File: src/rtl/core/json_scalar_token_scanner_macros.svh
// Assertion macros shared by the scanner RTL.
`ifndef JSON_SCALAR_TOKEN_SCANNER_MACROS_SVH
`define JSON_SCALAR_TOKEN_SCANNER_MACROS_SVH

`ifndef SYNTHESIS
// Same-cycle implication, disabled during reset.
`define JSTS_ASSERT_NOW(label, clk, rst_n, ante, cons) \
  label: assert property (@(posedge clk) disable iff (!rst_n) (ante) |-> (cons)) \
    else $error("scanner assertion failed");
// Next-cycle implication, disabled during reset.
`define JSTS_ASSERT_NEXT(label, clk, rst_n, ante, cons) \
  label: assert property (@(posedge clk) disable iff (!rst_n) (ante) |=> (cons)) \
    else $error("scanner assertion failed");
`else
`define JSTS_ASSERT_NOW(label, clk, rst_n, ante, cons)
`define JSTS_ASSERT_NEXT(label, clk, rst_n, ante, cons)
`endif

`endif

File: src/rtl/core/jsts_pkg.sv
// Types, codes and character helpers for the JSON scalar scanner.
package jsts_pkg;

  typedef enum logic [3:0] {
    PH_IDLE     = 4'd0,
    PH_STR      = 4'd1,
    PH_STR_ESC  = 4'd2,
    PH_NUM_SIGN = 4'd3,
    PH_NUM_INT  = 4'd4,
    PH_NUM_DOT  = 4'd5,
    PH_NUM_FRAC = 4'd6,
    PH_NUM_E    = 4'd7,
    PH_NUM_ESGN = 4'd8,
    PH_NUM_EXP  = 4'd9,
    PH_KEYWORD  = 4'd10,
    PH_DONE     = 4'd11
  } phase_t;

  typedef logic [2:0] kind_t;
  localparam kind_t K_STRING = 3'd0;
  localparam kind_t K_NUMBER = 3'd1;
  localparam kind_t K_TRUE   = 3'd2;
  localparam kind_t K_FALSE  = 3'd3;
  localparam kind_t K_NULL   = 3'd4;

  typedef logic [2:0] err_t;
  localparam err_t ERR_OK          = 3'd0;
  localparam err_t ERR_BAD_START   = 3'd1;
  localparam err_t ERR_BAD_ESCAPE  = 3'd2;
  localparam err_t ERR_UNTERM      = 3'd3;
  localparam err_t ERR_BAD_NUMBER  = 3'd4;
  localparam err_t ERR_BAD_BOOLEAN = 3'd5;
  localparam err_t ERR_BAD_NULL    = 3'd6;

  localparam logic [7:0] CH_QUOTE  = 8'h22;
  localparam logic [7:0] CH_BSLASH = 8'h5C;
  localparam logic [7:0] CH_SLASH  = 8'h2F;
  localparam logic [7:0] CH_MINUS  = 8'h2D;
  localparam logic [7:0] CH_PLUS   = 8'h2B;
  localparam logic [7:0] CH_DOT    = 8'h2E;
  localparam logic [7:0] CH_LOW_E  = 8'h65;
  localparam logic [7:0] CH_UP_E   = 8'h45;
  localparam logic [7:0] CH_LOW_T  = 8'h74;
  localparam logic [7:0] CH_LOW_F  = 8'h66;
  localparam logic [7:0] CH_LOW_N  = 8'h6E;

  function automatic logic is_digit(input logic [7:0] c);
    return (c >= 8'h30) && (c <= 8'h39);
  endfunction

  function automatic logic is_space(input logic [7:0] c);
    return (c == 8'h20) || ((c >= 8'h09) && (c <= 8'h0D));
  endfunction

  // Returns {supported, mapped byte} for the letter after a backslash.
  function automatic logic [8:0] map_escape(input logic [7:0] c);
    logic [8:0] res;
    res = 9'd0;
    unique case (c)
      CH_QUOTE:  res = {1'b1, CH_QUOTE};
      CH_BSLASH: res = {1'b1, CH_BSLASH};
      CH_SLASH:  res = {1'b1, CH_SLASH};
      8'h62:     res = {1'b1, 8'h08};
      8'h66:     res = {1'b1, 8'h0C};
      8'h6E:     res = {1'b1, 8'h0A};
      8'h72:     res = {1'b1, 8'h0D};
      8'h74:     res = {1'b1, 8'h09};
      default:   res = 9'd0;
    endcase
    return res;
  endfunction

  function automatic logic [2:0] keyword_len(input kind_t k);
    return (k == K_FALSE) ? 3'd5 : 3'd4;
  endfunction

  // Expected letter of a keyword at a position; false wraps modulo five.
  function automatic logic [7:0] keyword_char(input kind_t k, input logic [2:0] pos);
    logic [7:0] ch;
    ch = 8'h00;
    if (k == K_FALSE) begin
      unique case (pos)
        3'd0, 3'd5: ch = 8'h66;
        3'd1, 3'd6: ch = 8'h61;
        3'd2, 3'd7: ch = 8'h6C;
        3'd3:       ch = 8'h73;
        default:    ch = 8'h65;
      endcase
    end else if (k == K_NULL) begin
      unique case (pos[1:0])
        2'd0:    ch = 8'h6E;
        2'd1:    ch = 8'h75;
        default: ch = 8'h6C;
      endcase
    end else begin
      unique case (pos[1:0])
        2'd0:    ch = 8'h74;
        2'd1:    ch = 8'h72;
        2'd2:    ch = 8'h75;
        default: ch = 8'h65;
      endcase
    end
    return ch;
  endfunction

endpackage

File: src/rtl/core/json_scalar_token_scanner.sv
// JSON scalar scanner: input register, one-step lexer logic and result register.
// An item's result is registered in the result register once that register can advance.
// Throughput: one item per cycle unless out_stall holds a result; state updates in one step.
// While a finished result waits, the input register takes a new item only if it is empty.
// Synchronous active-low reset returns the scanner to idle with both stages empty.
`include "json_scalar_token_scanner_macros.svh"

module json_scalar_token_scanner (
  input  logic       clk,
  input  logic       rst_n,
  input  logic       in_valid,
  output logic       in_stall,
  input  logic [7:0] in_data_byte,
  input  logic       in_begin_req,
  input  logic       in_at_end,
  output logic       out_valid,
  input  logic       out_stall,
  output logic [7:0] out_out_byte,
  output logic       out_out_valid,
  output logic       out_consumed,
  output logic       out_done_res,
  output jsts_pkg::kind_t out_kind,
  output jsts_pkg::err_t  out_error_code
);
  import jsts_pkg::*;

  // Input stage
  logic       in_vld_r;
  logic [7:0] in_byte_r;
  logic       in_begin_r;
  logic       in_end_r;

  // Scanner state
  phase_t     phase_r, phase_nxt;
  logic [2:0] kpos_r, kpos_nxt;
  kind_t      tkind_r, tkind_nxt;
  logic       bad_esc_r, bad_esc_nxt;

  // Result stage
  logic       out_vld_r;
  logic [7:0] ob_r;
  logic       ov_r, cons_r, done_r;
  kind_t      kind_r;
  err_t       err_r;

  logic       advance, proc;
  logic [7:0] ob_nxt;
  logic       ov_nxt, cons_nxt, done_nxt;
  err_t       err_nxt;

  assign advance  = !out_vld_r || !out_stall;
  assign proc     = in_vld_r && advance;
  assign in_stall = in_vld_r && !advance;

  always_comb begin
    phase_t     ph;
    logic [2:0] kp;
    logic [2:0] klen;
    logic [7:0] want;
    logic [8:0] esc;
    logic [7:0] c;
    logic       e;
    ph          = phase_r;
    kp          = kpos_r;
    tkind_nxt   = tkind_r;
    bad_esc_nxt = bad_esc_r;
    c           = in_byte_r;
    e           = in_end_r;
    if (in_begin_r) begin
      ph          = PH_IDLE;
      kp          = 3'd0;
      tkind_nxt   = K_STRING;
      bad_esc_nxt = 1'b0;
    end
    phase_nxt = ph;
    kpos_nxt  = kp;
    ob_nxt    = 8'd0;
    ov_nxt    = 1'b0;
    cons_nxt  = 1'b0;
    done_nxt  = 1'b0;
    err_nxt   = ERR_OK;
    klen      = keyword_len(tkind_nxt);
    want      = keyword_char(tkind_nxt, kp);
    esc       = map_escape(c);

    unique case (ph)
      PH_IDLE: begin
        if (!e) begin
          cons_nxt = 1'b1;
          if (is_space(c)) begin
            phase_nxt = PH_IDLE;
          end else if (c == CH_QUOTE) begin
            tkind_nxt   = K_STRING;
            bad_esc_nxt = 1'b0;
            phase_nxt   = PH_STR;
          end else if (c == CH_MINUS) begin
            tkind_nxt = K_NUMBER;
            phase_nxt = PH_NUM_SIGN;
          end else if (is_digit(c)) begin
            tkind_nxt = K_NUMBER;
            phase_nxt = PH_NUM_INT;
          end else if (c == CH_LOW_T || c == CH_LOW_F || c == CH_LOW_N) begin
            tkind_nxt = (c == CH_LOW_T) ? K_TRUE : (c == CH_LOW_F) ? K_FALSE : K_NULL;
            kpos_nxt  = 3'd1;
            phase_nxt = PH_KEYWORD;
          end else begin
            cons_nxt  = 1'b0;
            done_nxt  = 1'b1;
            err_nxt   = ERR_BAD_START;
            tkind_nxt = K_STRING;
            phase_nxt = PH_DONE;
          end
        end
      end
      PH_STR: begin
        if (e) begin
          done_nxt  = 1'b1;
          err_nxt   = ERR_UNTERM;
          phase_nxt = PH_DONE;
        end else begin
          cons_nxt = 1'b1;
          if (c == CH_QUOTE) begin
            done_nxt  = 1'b1;
            err_nxt   = bad_esc_nxt ? ERR_BAD_ESCAPE : ERR_OK;
            phase_nxt = PH_DONE;
          end else if (c == CH_BSLASH) begin
            phase_nxt = PH_STR_ESC;
          end else begin
            ob_nxt = c;
            ov_nxt = 1'b1;
          end
        end
      end
      PH_STR_ESC: begin
        if (e) begin
          done_nxt  = 1'b1;
          err_nxt   = ERR_UNTERM;
          phase_nxt = PH_DONE;
        end else begin
          cons_nxt  = 1'b1;
          phase_nxt = PH_STR;
          if (esc[8]) begin
            ob_nxt = esc[7:0];
            ov_nxt = 1'b1;
          end else begin
            bad_esc_nxt = 1'b1;
          end
        end
      end
      PH_NUM_SIGN, PH_NUM_DOT, PH_NUM_ESGN: begin
        if (!e && is_digit(c)) begin
          cons_nxt  = 1'b1;
          phase_nxt = (ph == PH_NUM_SIGN) ? PH_NUM_INT :
                      (ph == PH_NUM_DOT)  ? PH_NUM_FRAC : PH_NUM_EXP;
        end else begin
          done_nxt  = 1'b1;
          err_nxt   = ERR_BAD_NUMBER;
          phase_nxt = PH_DONE;
        end
      end
      PH_NUM_E: begin
        if (!e && (is_digit(c) || c == CH_PLUS || c == CH_MINUS)) begin
          cons_nxt  = 1'b1;
          phase_nxt = is_digit(c) ? PH_NUM_EXP : PH_NUM_ESGN;
        end else begin
          done_nxt  = 1'b1;
          err_nxt   = ERR_BAD_NUMBER;
          phase_nxt = PH_DONE;
        end
      end
      PH_NUM_INT, PH_NUM_FRAC, PH_NUM_EXP: begin
        if (!e && is_digit(c)) begin
          cons_nxt = 1'b1;
        end else if (!e && c == CH_DOT && ph == PH_NUM_INT) begin
          cons_nxt  = 1'b1;
          phase_nxt = PH_NUM_DOT;
        end else if (!e && (c == CH_LOW_E || c == CH_UP_E) && ph != PH_NUM_EXP) begin
          cons_nxt  = 1'b1;
          phase_nxt = PH_NUM_E;
        end else begin
          // The terminating byte is left for the caller.
          done_nxt  = 1'b1;
          phase_nxt = PH_DONE;
        end
      end
      PH_KEYWORD: begin
        if (!e && c == want && kp < klen) begin
          cons_nxt = 1'b1;
          kpos_nxt = kp + 3'd1;
          if ((kp + 3'd1) >= klen) begin
            done_nxt  = 1'b1;
            phase_nxt = PH_DONE;
          end
        end else begin
          done_nxt  = 1'b1;
          err_nxt   = (tkind_nxt == K_NULL) ? ERR_BAD_NULL : ERR_BAD_BOOLEAN;
          phase_nxt = PH_DONE;
        end
      end
      default: begin
        phase_nxt = PH_DONE;
      end
    endcase
  end

  always_ff @(posedge clk) begin
    if (!rst_n) begin
      in_vld_r  <= 1'b0;
      out_vld_r <= 1'b0;
      phase_r   <= PH_IDLE;
      kpos_r    <= 3'd0;
      tkind_r   <= K_STRING;
      bad_esc_r <= 1'b0;
    end else begin
      if (!in_stall) begin
        in_vld_r <= in_valid;
      end
      if (advance) begin
        out_vld_r <= in_vld_r;
      end
      if (proc) begin
        phase_r   <= phase_nxt;
        kpos_r    <= kpos_nxt;
        tkind_r   <= tkind_nxt;
        bad_esc_r <= bad_esc_nxt;
      end
    end
  end

  always_ff @(posedge clk) begin
    if (in_valid && !in_stall) begin
      in_byte_r  <= in_data_byte;
      in_begin_r <= in_begin_req;
      in_end_r   <= in_at_end;
    end
    if (proc) begin
      ob_r   <= ob_nxt;
      ov_r   <= ov_nxt;
      cons_r <= cons_nxt;
      done_r <= done_nxt;
      kind_r <= tkind_nxt;
      err_r  <= err_nxt;
    end
  end

  assign out_valid      = out_vld_r;
  assign out_out_byte   = ob_r;
  assign out_out_valid  = ov_r;
  assign out_consumed   = cons_r;
  assign out_done_res   = done_r;
  assign out_kind       = kind_r;
  assign out_error_code = err_r;

  `JSTS_ASSERT_NOW(a_err_only_when_done, clk, rst_n, out_vld_r && err_r != ERR_OK, done_r)
  `JSTS_ASSERT_NOW(a_char_is_consumed, clk, rst_n, out_vld_r && ov_r, cons_r && kind_r == K_STRING)
  `JSTS_ASSERT_NEXT(a_done_enters_done, clk, rst_n, proc && done_nxt, phase_r == PH_DONE)
  `JSTS_ASSERT_NEXT(a_held_item_kept, clk, rst_n, in_stall, in_vld_r && out_vld_r)

endmodule
File: config.mk
export PLATFORM = sky130hd
export DESIGN_NAME = json_scalar_token_scanner
export DESIGN_NICKNAME = d
export VERILOG_FILES = /design/src/rtl/core/jsts_pkg.sv /design/src/rtl/core/json_scalar_token_scanner.sv
export VERILOG_INCLUDE_DIRS = /design/src /design/src/rtl/core
export SDC_FILE = /design/constraint.sdc
export NUM_CORES = 1
export LEC_CHECK = 0
export ABC_AREA = 0
export BUFFER_PORTS_ARGS = -buffer_cell sky130_fd_sc_hd__buf_2
export CAP_MARGIN = 10
export CORE_AREA = 2 2 83 85
export CTS_BUF_LIST = sky130_fd_sc_hd__clkbuf_8 sky130_fd_sc_hd__clkbuf_16
export CTS_CLUSTER_DIAMETER = 60
export CTS_CLUSTER_SIZE = 25
export DETAILED_ROUTE_END_ITERATION = 8
export DIE_AREA = 0 0 85 87
export PLACE_DENSITY = 0.63
export SLEW_MARGIN = 30
export SYNTH_ARGS = -nofsm -noshare
export SYNTH_HDL_FRONTEND = slang
export SYNTH_SLANG_ARGS = --single-unit
File: constraint.sdc
create_clock -name clk -period 6.8 [get_ports clk]
set_clock_uncertainty 0.05 [all_clocks]
set_input_delay 0.68 -clock clk [delete_from_list [all_inputs] [get_ports clk]]
set_output_delay 0.68 -clock clk [all_outputs]
set_load 0.005 [all_outputs]
# After elaboration in Yosys (flattened, before gate mapping)
# Index checks and enable logic that the tools add are counted.
# Widths: inputs -> output; s select.
# totals
reg_bits	40
latchBits	0
ram_bits	0
mem_bits_ro	0
inputBits	14
elab_cells	205
n_memories	0
# classes
add_sub_neg	1
mul	0
div_mod_pow	0
magnitude_cmp	6
n_eq_ne	36
shifts	0
muxes	113
bitwise	0
reduce_logical	34
# op_table
op	n
$mux 4	18
$pmux 9 s8	1
$eq 8x7->1 const B	8
$mux 3	21
$mux 8	7
$mux 1	49
$eq 8x6->1 const B	6
$pmux 4 s7	1
$pmux 5 s4	1
$pmux 3 s6	1
$eq 4x3->1 const B	4
$pmux 8 s2	1
$pmux 5 s3	1
$logic_and 1x1->1	13
$eq 3x3->1 const B	4
$eq 4x4->1 const B	3
$mux 2	6
$pmux 5 s2	1
$eq 3x2->1 const B	3
$eq 4x2->1 const B	2
$eq 8x8->1	1
$ge 8x4->1 const B	1
$ge 8x6->1 const B	1
$le 8x4->1 const B	1
other kinds (20)	35

# Depth between registers and ports, before layout
# Gate-level depths: netlist of run 1.
# depth
depth_word	10
depth_mapped	11
depth_no_buf	10

# Worst setup path before layout of run 1
# No wires, ideal clock.
# synth_path
path_type	register to register
startpoint	reg in_begin_r
endpoint	reg err_r[1] (netlist: out_error_code[1]) (data pin)
setup_time_ns	0.266
arrival_time_ns	2.137
required_ns	6.484
slack_ns	4.347
stages_incl_launch_ff	12
period_less_slack_ns	2.453
cell_sequence	edfxtp_1 > inv_1 > buf_2 > nand2_1 > ha_1 > o21ai_0 > o22ai_1 > a21oi_1 > xnor2_1 > nand4_2 > o21bai_1 > o22ai_1
# synth_between
elab_chain_len	10
# synth_lines
element	line_no	source
start, declared	json_scalar_token_scanner.sv:30	logic in_begin_r;
start signal, assigned	json_scalar_token_scanner.sv:233	in_begin_r <= in_begin_req;
$mux 3	json_scalar_token_scanner.sv:69	if (in_begin_r) begin
$eq 3x2->1 (tied with other cells)	jsts_pkg.sv:82	unique case (pos)
$reduce_or 2->1 (tied with other cells)	jsts_pkg.sv:82	
$pmux 5 s4 or $mux 8 (tied branches)	jsts_pkg.sv:82, jsts_pkg.sv:89	
$mux 8	jsts_pkg.sv:81	if (k == K_FALSE) begin
$eq 8x8->1	json_scalar_token_scanner.sv:187	if (!e && c == want && kp < klen) begin
$logic_and 1x1->1 (2 in series)	json_scalar_token_scanner.sv:187	
$mux 3	json_scalar_token_scanner.sv:187	
$pmux 3 s6 *	json_scalar_token_scanner.sv:86	unique case (ph)
via err_nxt[1]	json_scalar_token_scanner.sv:49	err_t err_nxt;
end signal, assigned	json_scalar_token_scanner.sv:242	err_r <= err_nxt;
end, declared	json_scalar_token_scanner.sv:44	err_t err_r;
# The timed path passes the listed nets; every way through them passes the cells marked *.
# A chain may end at the register's enable or synchronous reset.

# Worst setup path in the final report of run 1
# Same ends and word-level chain as after synthesis.

==> metrics.txt, run 1 <==
share of synthesized area occupied by flip-flops and latches 35.2%; cell area after synthesis 3040 um2; setup repair bufs after CTS 0; arrival time at the worst endpoint 3350 ps; CTS resizes 0; Setup crit end kind flop; CTS tree done; clk buf depth 2; cell repeated most along the worst path o22ai_1; biggest cell delay along the critical path 960 ps; worst rel slew slack 38.7%; proportion of layout cells with a drive suffix above 1 16.4%; DRT antenna net count 0; Starting Density 46.3%; Critical Setup Path Class reg2reg; library cell contributing the largest single delay on the critical path edfxtp_1; Core Rows 30; post-synthesis average cell area 8.50 um2; number of design-rule violations left by the first detailed-router iteration 257; sum of buffers and inverters on the critical path 1; combined area of the multi-input logic cells 1820 um2; HPWL after DPL 5.81 mm; count of warnings emitted by yosys 0; kind of path behind the tightest hold check reg2reg; shortest clock period the worst path allows after layout 3360 ps; Max VDD drop 0.122 mV; global-route wire length before repair 12.9 mm; relative area change from synthesis to final layout 7.44%; Cell Chain, Critical Path inv_1 > nand2_1 > ha_1 > o21ai_0 > o22ai_1 > a21oi_1 > xnor2_1 > nand4_2 > o21bai_1 > o22ai_1; number of library cell types mapped by synthesis 75; vias per cell 6.45; setup repair after global routing missed its margin no; hold-fix buffer count after cts 0; root buf cell clkbuf_8; highest fanout seen on the critical path 25; later-pin clock latency in the skew report 300 ps; number of nets produced by synthesis 374; routed length per placed instance 17.9 um; Sink Count 40; number of standard cells after synthesis 358; Max H-tree Level 2; max-capacitance violation count 0; IO Port Bufs 32; Static Leakage 0.00115 uW; Core Box Area 6570 um2; fraction of synthesis flops using an asynchronous set or reset pin 0%; sum of overflow across all layers after global routing 0; number of storage elements in the synthesis netlist 40; total count of max-transition violations in the final report 0; remaining design rule violation count 0; routability congestion estimate from global placement 0.945; Total Nets Final 386; commonest non-fill, non-tap cells in the layout 40 x nor2_1, 32 x buf_2, 30 x nand2_1; count of flip-flops with a built-in enable after synthesis 27; setup TNS 0 ps; largest net degree at the start of global routing 36; Top Ports 33; detailed-route via count 2910; transition time at the pin with the least slew margin 920 ps; critical path required time 6790 ps; number of antenna repair diodes 0; aggregate routed wire length 8.08 mm; DIE WIDTH 85 um; Finished Layout Cells 451; family with the most delay on the worst path flip-flops; overall global routing resource usage 22.0%; Die Y 87 um; count of endpoints failing setup in the final report 0; Primary FF master, synth edfxtp_1; initial antenna violation count 0; die outline area 7400 um2; Setup WS post-layout 3440 ps; cell count after placement 443; 1st-pass router iterations 5; final hold violation count 0; CP startpoint kind flop; number of buffers inserted during clock tree synthesis 5; number of global-route vias before repair 2519; f_max 298 MHz; outcome finished clean; commonest non-fill, non-tap cell in the layout nor2_1; post-placement worst setup slack 3520 ps; number of fillers in the final layout 630; clock slew at the register clock pins of the worst setup and hold paths 80 ps; footprint of the flip-flops and latches 1070 um2; Pwr Density 161 nW/um2; final core utilization 49.8%; Final Cycle Share 49.4%
[layout make-up]
cell class	count	area share, %
clock buffers	5	2.10
clock inverters	3	0.498
inverters	8	0.918
multi-input cells	282	55.5
flip-flops and latches	40	32.8
well taps	80	3.06
repair buffers	33	5.13
[cell usage after synthesis (3+ instances only)]
cell type / number / share of area [%]
nor2_1: 40 / 4.9
nand2_1: 30 / 3.7
edfxtp_1: 27 / 27
a21oi_1: 23 / 3.8
o21ai_0: 20 / 3.3
clkbuf_1: 19 / 2.3
dfxtp_1: 13 / 8.6
nor3_1: 12 / 2.0
nand2b_1: 11 / 2.3
nand3_1: 11 / 1.8
nor2b_1: 10 / 2.1
a31oi_1: 6 / 1.2
and3_1: 6 / 1.2
inv_1: 6 / 0.74
a22o_1: 5 / 1.4
and2_1: 5 / 1.0
buf_2: 5 / 0.82
nand3b_1: 5 / 1.2
nand4_1: 5 / 1.0
xnor2_1: 5 / 1.4
a21o_1: 4 / 0.99
nor3b_1: 4 / 0.99
nor4_1: 4 / 0.82
o22ai_1: 4 / 0.82
a32o_1: 3 / 0.99
nor4b_1: 3 / 0.86
o21bai_1: 3 / 0.74
o31ai_1: 3 / 0.74
or4_1: 3 / 0.74
[worst reg2reg max path, cell delays in order (launching register included)]
cell	delay [ps]
edfxtp_1	960
inv_1	430
nand2_1	170
ha_1	240
o21ai_0	90
o22ai_1	170
a21oi_1	110
xnor2_1	230
nand4_2	170
o21bai_1	350
o22ai_1	130
[per-layer routing]
metal	vias up	track usage (%)	routed length [um]
met5	-	0	0
met4	0	8.23	205
met3	22	4.08	603
met2	152	33.0	3610
met1	1367	31.4	3660
li1	1369	-	-
[report_power, final]
part / switching (uW) / internal, uW
Clock: 89.7 / 70.4
Combinational: 42.6 / 29.2
Sequential: 23.3 / 273
Total: 156 / 372
[through the flow]
| step | total power (uW) | hold WS [ps] | instance area, um2 |
|---|---|---|---|
| final | 528 | 460 | 3270 |
| after global routing | 551 | 488 | 3270 |
| after CTS | 528 | 470 | 3270 |
| after detailed placement | 371 | 447 | 3180 |
| after global placement | 370 | 426 | 3180 |
| after floorplan | 346 | 400 | 3040 |
[worst paths after layout]
path / from / endpoint / slack (ps) / cells past startpoint
max: in_begin_r / out_error_code[1] / 3440 / 10
min: in_vld_r / out_valid / 460 / 2
max reg2reg: in_begin_r / out_error_code[1] / 3440 / 10
min reg2reg: in_vld_r / out_valid / 460 / 2
[registers in the layout, indices dropped and copies added (netlist names)]
name / flops
out_consumed: 1
in_byte_r: 8
bad_esc_r: 1
out_out_valid: 1
out_error_code: 3
out_done_res: 1
tkind_r: 3
in_begin_r: 1
in_end_r: 1
out_kind: 3
in_vld_r: 1
out_valid: 1
out_out_byte: 8
phase_r: 4
kpos_r: 3
[cell families after synthesis]
logic type	Yosys count	synth area share, %
AND/OR/NAND/NOR	170	32.8
AO/OA/AOI/OAI	101	23.4
buffers and inverters	36	5.14
multiplexers	2	0.658
adder cells (fa/ha/maj)	2	0.822
XOR/XNOR	7	2.01
flip-flops	40	35.2
Note: power is estimated with default switching activity, not from simulation.
==> inputs of run 2 (changes only) <==
--- a/config.mk
+++ b/config.mk
@@ -6,15 +6,15 @@
 export SDC_FILE = /design/constraint.sdc
 export NUM_CORES = 1
 export LEC_CHECK = 0
-export ABC_AREA = 0
+export ABC_AREA = 1
 export BUFFER_PORTS_ARGS = -buffer_cell sky130_fd_sc_hd__buf_2
 export CAP_MARGIN = 10
-export CORE_AREA = 2 2 83 85
+export CORE_AREA = 2 2 81 83
 export CTS_BUF_LIST = sky130_fd_sc_hd__clkbuf_8 sky130_fd_sc_hd__clkbuf_16
 export CTS_CLUSTER_DIAMETER = 60
 export CTS_CLUSTER_SIZE = 25
 export DETAILED_ROUTE_END_ITERATION = 8
-export DIE_AREA = 0 0 85 87
+export DIE_AREA = 0 0 83 85
 export PLACE_DENSITY = 0.63
 export SLEW_MARGIN = 30
 export SYNTH_ARGS = -nofsm -noshare
==> constraint.sdc (replaced) <==
create_clock -name clk -period 3.4 [get_ports clk]
set_clock_uncertainty 0.05 [all_clocks]
set_input_delay 0.34 -clock clk [delete_from_list [all_inputs] [get_ports clk]]
set_output_delay 0.34 -clock clk [all_outputs]
set_load 0.005 [all_outputs]
==> run 2 against run 1 <==
- flip-flop and latch count unchanged
- routed wire length increased by 1.2%
- critical path depth did not move
- cell count grew 14%
- global-route usage grew 1.8 points
- maximum frequency increased by 31%
- combinational power rose to 2.9 times the previous value
- register-to-register slack worse by 2600 ps
- clock power is 110% higher
- synthesized cell count is 12% higher
- sequential power rose by 95%
- first-iteration DRC count rose by 30%
- critical path type unchanged
- largest cell class unchanged
- highest routed layer unchanged
==> metrics.txt, run 2 <==
highest fanout seen on the critical path 9; DIE WIDTH 83 um; Starting Density 46.0%; Switching Fraction 30.4%; Primary FF master, synth edfxtp_1; relative area change from synthesis to final layout 12.2%; largest net degree at the start of global routing 28; combinational power share 18.4%; cell taking the most area after synthesis edfxtp_1; proportion of layout cells with a drive suffix above 1 21.0%; worst rel slew slack 60.4%; fraction of synthesis flops using an asynchronous set or reset pin 0%; CTS resizes 0; cell area after synthesis 2850 um2; leading post-synthesis cells by instance count 81 x nand2_1, 50 x inv_1, 46 x nor2_1, 35 x nand3_1, 27 x edfxtp_1; vias per cell 5.57; Pwr Density 350 nW/um2; setup TNS 0 ps; routability congestion estimate from global placement 0.981; number of buffers inserted during clock tree synthesis 5; critical path required time 3370 ps; clk buf depth 2; number of storage elements in the synthesis netlist 40; aggregate routed wire length 8.18 mm; remaining design rule violation count 0; global-route wire length before repair 13.2 mm; Critical Setup Path Class reg2reg; post-synthesis average cell area 7.11 um2; final hold violation count 0; count of flip-flops with a built-in enable after synthesis 27; Static Leakage 0.00142 uW; IO Port Bufs 32; DRT antenna net count 0; count of endpoints failing setup in the final report 0; Core Box Area 6200 um2; number of cells on the worst reg-to-reg path 10; Die Y 85 um; die outline area 7060 um2; CP startpoint kind flop; commonest non-fill, non-tap cells in the layout 81 x nand2_1, 51 x inv_1, 45 x nor2_1; Max VDD drop 0.200 mV; Worst Hold Path Cells 1; Clk network pwr share 30.1%; 1st-pass router iterations 5; initial antenna violation count 0; area of all placed cells without fillers 3200 um2; Top Ports 33; switching power 340 uW; kind of path behind the tightest hold check in2reg; Core Rows 29; count of warnings emitted by yosys 0; commonest non-fill, non-tap cell in the layout nand2_1; share of Yosys cell area claimed by the top area cell type 28.4%; cells taking the most area after synthesis edfxtp_1 28%, nand2_1 11%, dfxtp_1 9.1%, inv_1 6.6%, nand3_1 6.1%; transition time at the pin with the least slew margin 594 ps; max-capacitance violation count 0; sum of overflow across all layers after global routing 0; number of design-rule violations left by the first detailed-router iteration 335; total count of max-transition violations in the final report 0; number of fillers in the final layout 605; Final Cycle Share 75.4%; f_max 390 MHz; Max H-tree Level 2; hold-fix buffer count after cts 0; number of antenna repair diodes 0; detailed-route via count 2875; later-pin clock latency in the skew report 300 ps; outcome finished clean; HPWL after DPL 6.43 mm; number of standard cells after synthesis 401; Sink Count 40; Placed Instance Area 3110 um2; shortest clock period the worst path allows after layout 2560 ps; overall global routing resource usage 23.7%; Total Nets Final 454; CTS tree done; number of global-route vias before repair 2699; most numerous cell in the Yosys netlist nand2_1; clock slew at the register clock pins of the worst setup and hold paths 80 ps; worst hold-check slack 159 ps; setup repair after global routing missed its margin no; root buf cell clkbuf_8; setup repair bufs after CTS 0; arrival time at the worst endpoint 2530 ps; share of synthesized area occupied by flip-flops and latches 37.5%; number of nets produced by synthesis 417; routed length per placed instance 15.8 um; Internal Pwr Total 779 uW; share of power burned in registers 51.5%; Setup crit end kind flop; number of library cell types mapped by synthesis 38
==> run 2: cell types whose count changed in the layout (fill, tap and decap cells not counted), sizes merged, moves of 5 or more <==
cell,delta
nor4b,-6
and2,-5
nand3,+24
inv,+62
nand2,+59
nand2b,-11
nor2,+23
and3,-5
nor2b,-10
a22o,-5
==> run 2: worst max-delay path: stages, from the launching register on <==
cell	delay, ps
edfxtp_1	650
inv_8	180
nand2_1	110
nor2_1	150
nand2_1	140
nand3_1	180
nand2_1	80
o21ai_1	120
inv_1	70
nor3_1	330
o211ai_1	200
==> run 2: power by group through the flow <==
| stage | sequential [uW] | combinational (uW) | clock, uW |
|---|---|---|---|
| 3_3_place_gp | 586 | 206 | 0 |
| 3_5_place_dp | 587 | 203 | 0 |
| 6_report | 577 | 206 | 337 |
| 2_1_floorplan | 578 | 146 | 0 |
| 4_1_cts | 576 | 204 | 347 |
| 5_1_grt | 580 | 227 | 363 |
==> run 2: cell type report <==
cell class | count | area, um2 | area share, %
multi-input combinational | 286 | 1490 | 46.4
timing repair buffer | 35 | 183 | 5.71
clock buffer | 6 | 82.6 | 2.58
tap | 77 | 96.3 | 3.01
clock inverter | 2 | 11.3 | 0.352
inverter | 70 | 270 | 8.44
sequential | 40 | 1070 | 33.5
==> run 2: cells by family after synthesis <==
kind of cell,Yosys count,share of synthesized area [%]
fa+ha+maj,2,0.877
xor+xnor,2,0.614
buf+inv,75,10.4
flops,40,37.5
simple gates,215,36.9
compound gates,67,13.6
==> run 2: layer usage <==
metal,global-route usage (%),up-vias,routed length (um)
met2,38.3,128,3810
li1,-,1419,-
met4,11.9,0,280
met5,0,-,0
met3,4.38,22,535
met1,30.8,1306,3560
==> run 2: final timing paths <==
path | from | end | slack, ps
setup / recovery | in_begin_r | out_consumed | 840
hold / removal | in_begin_req | in_begin_r | 160
setup reg to reg | in_begin_r | out_consumed | 840
hold reg to reg | in_vld_r | out_valid | 450
==> run 2: stage by stage <==
| step | instances | setup WS [ps] | total power [uW] | util [%] |
|---|---|---|---|---|
| global route | 516 | 702 | 1170 | 51.6 |
| floorplan | 401 | 1420 | 724 | - |
| detailed placement | 508 | 910 | 790 | 50.1 |
| finish | 516 | 838 | 1120 | 51.6 |
| CTS | 516 | 902 | 1130 | 51.6 |
| global placement | 508 | 844 | 792 | 50.1 |
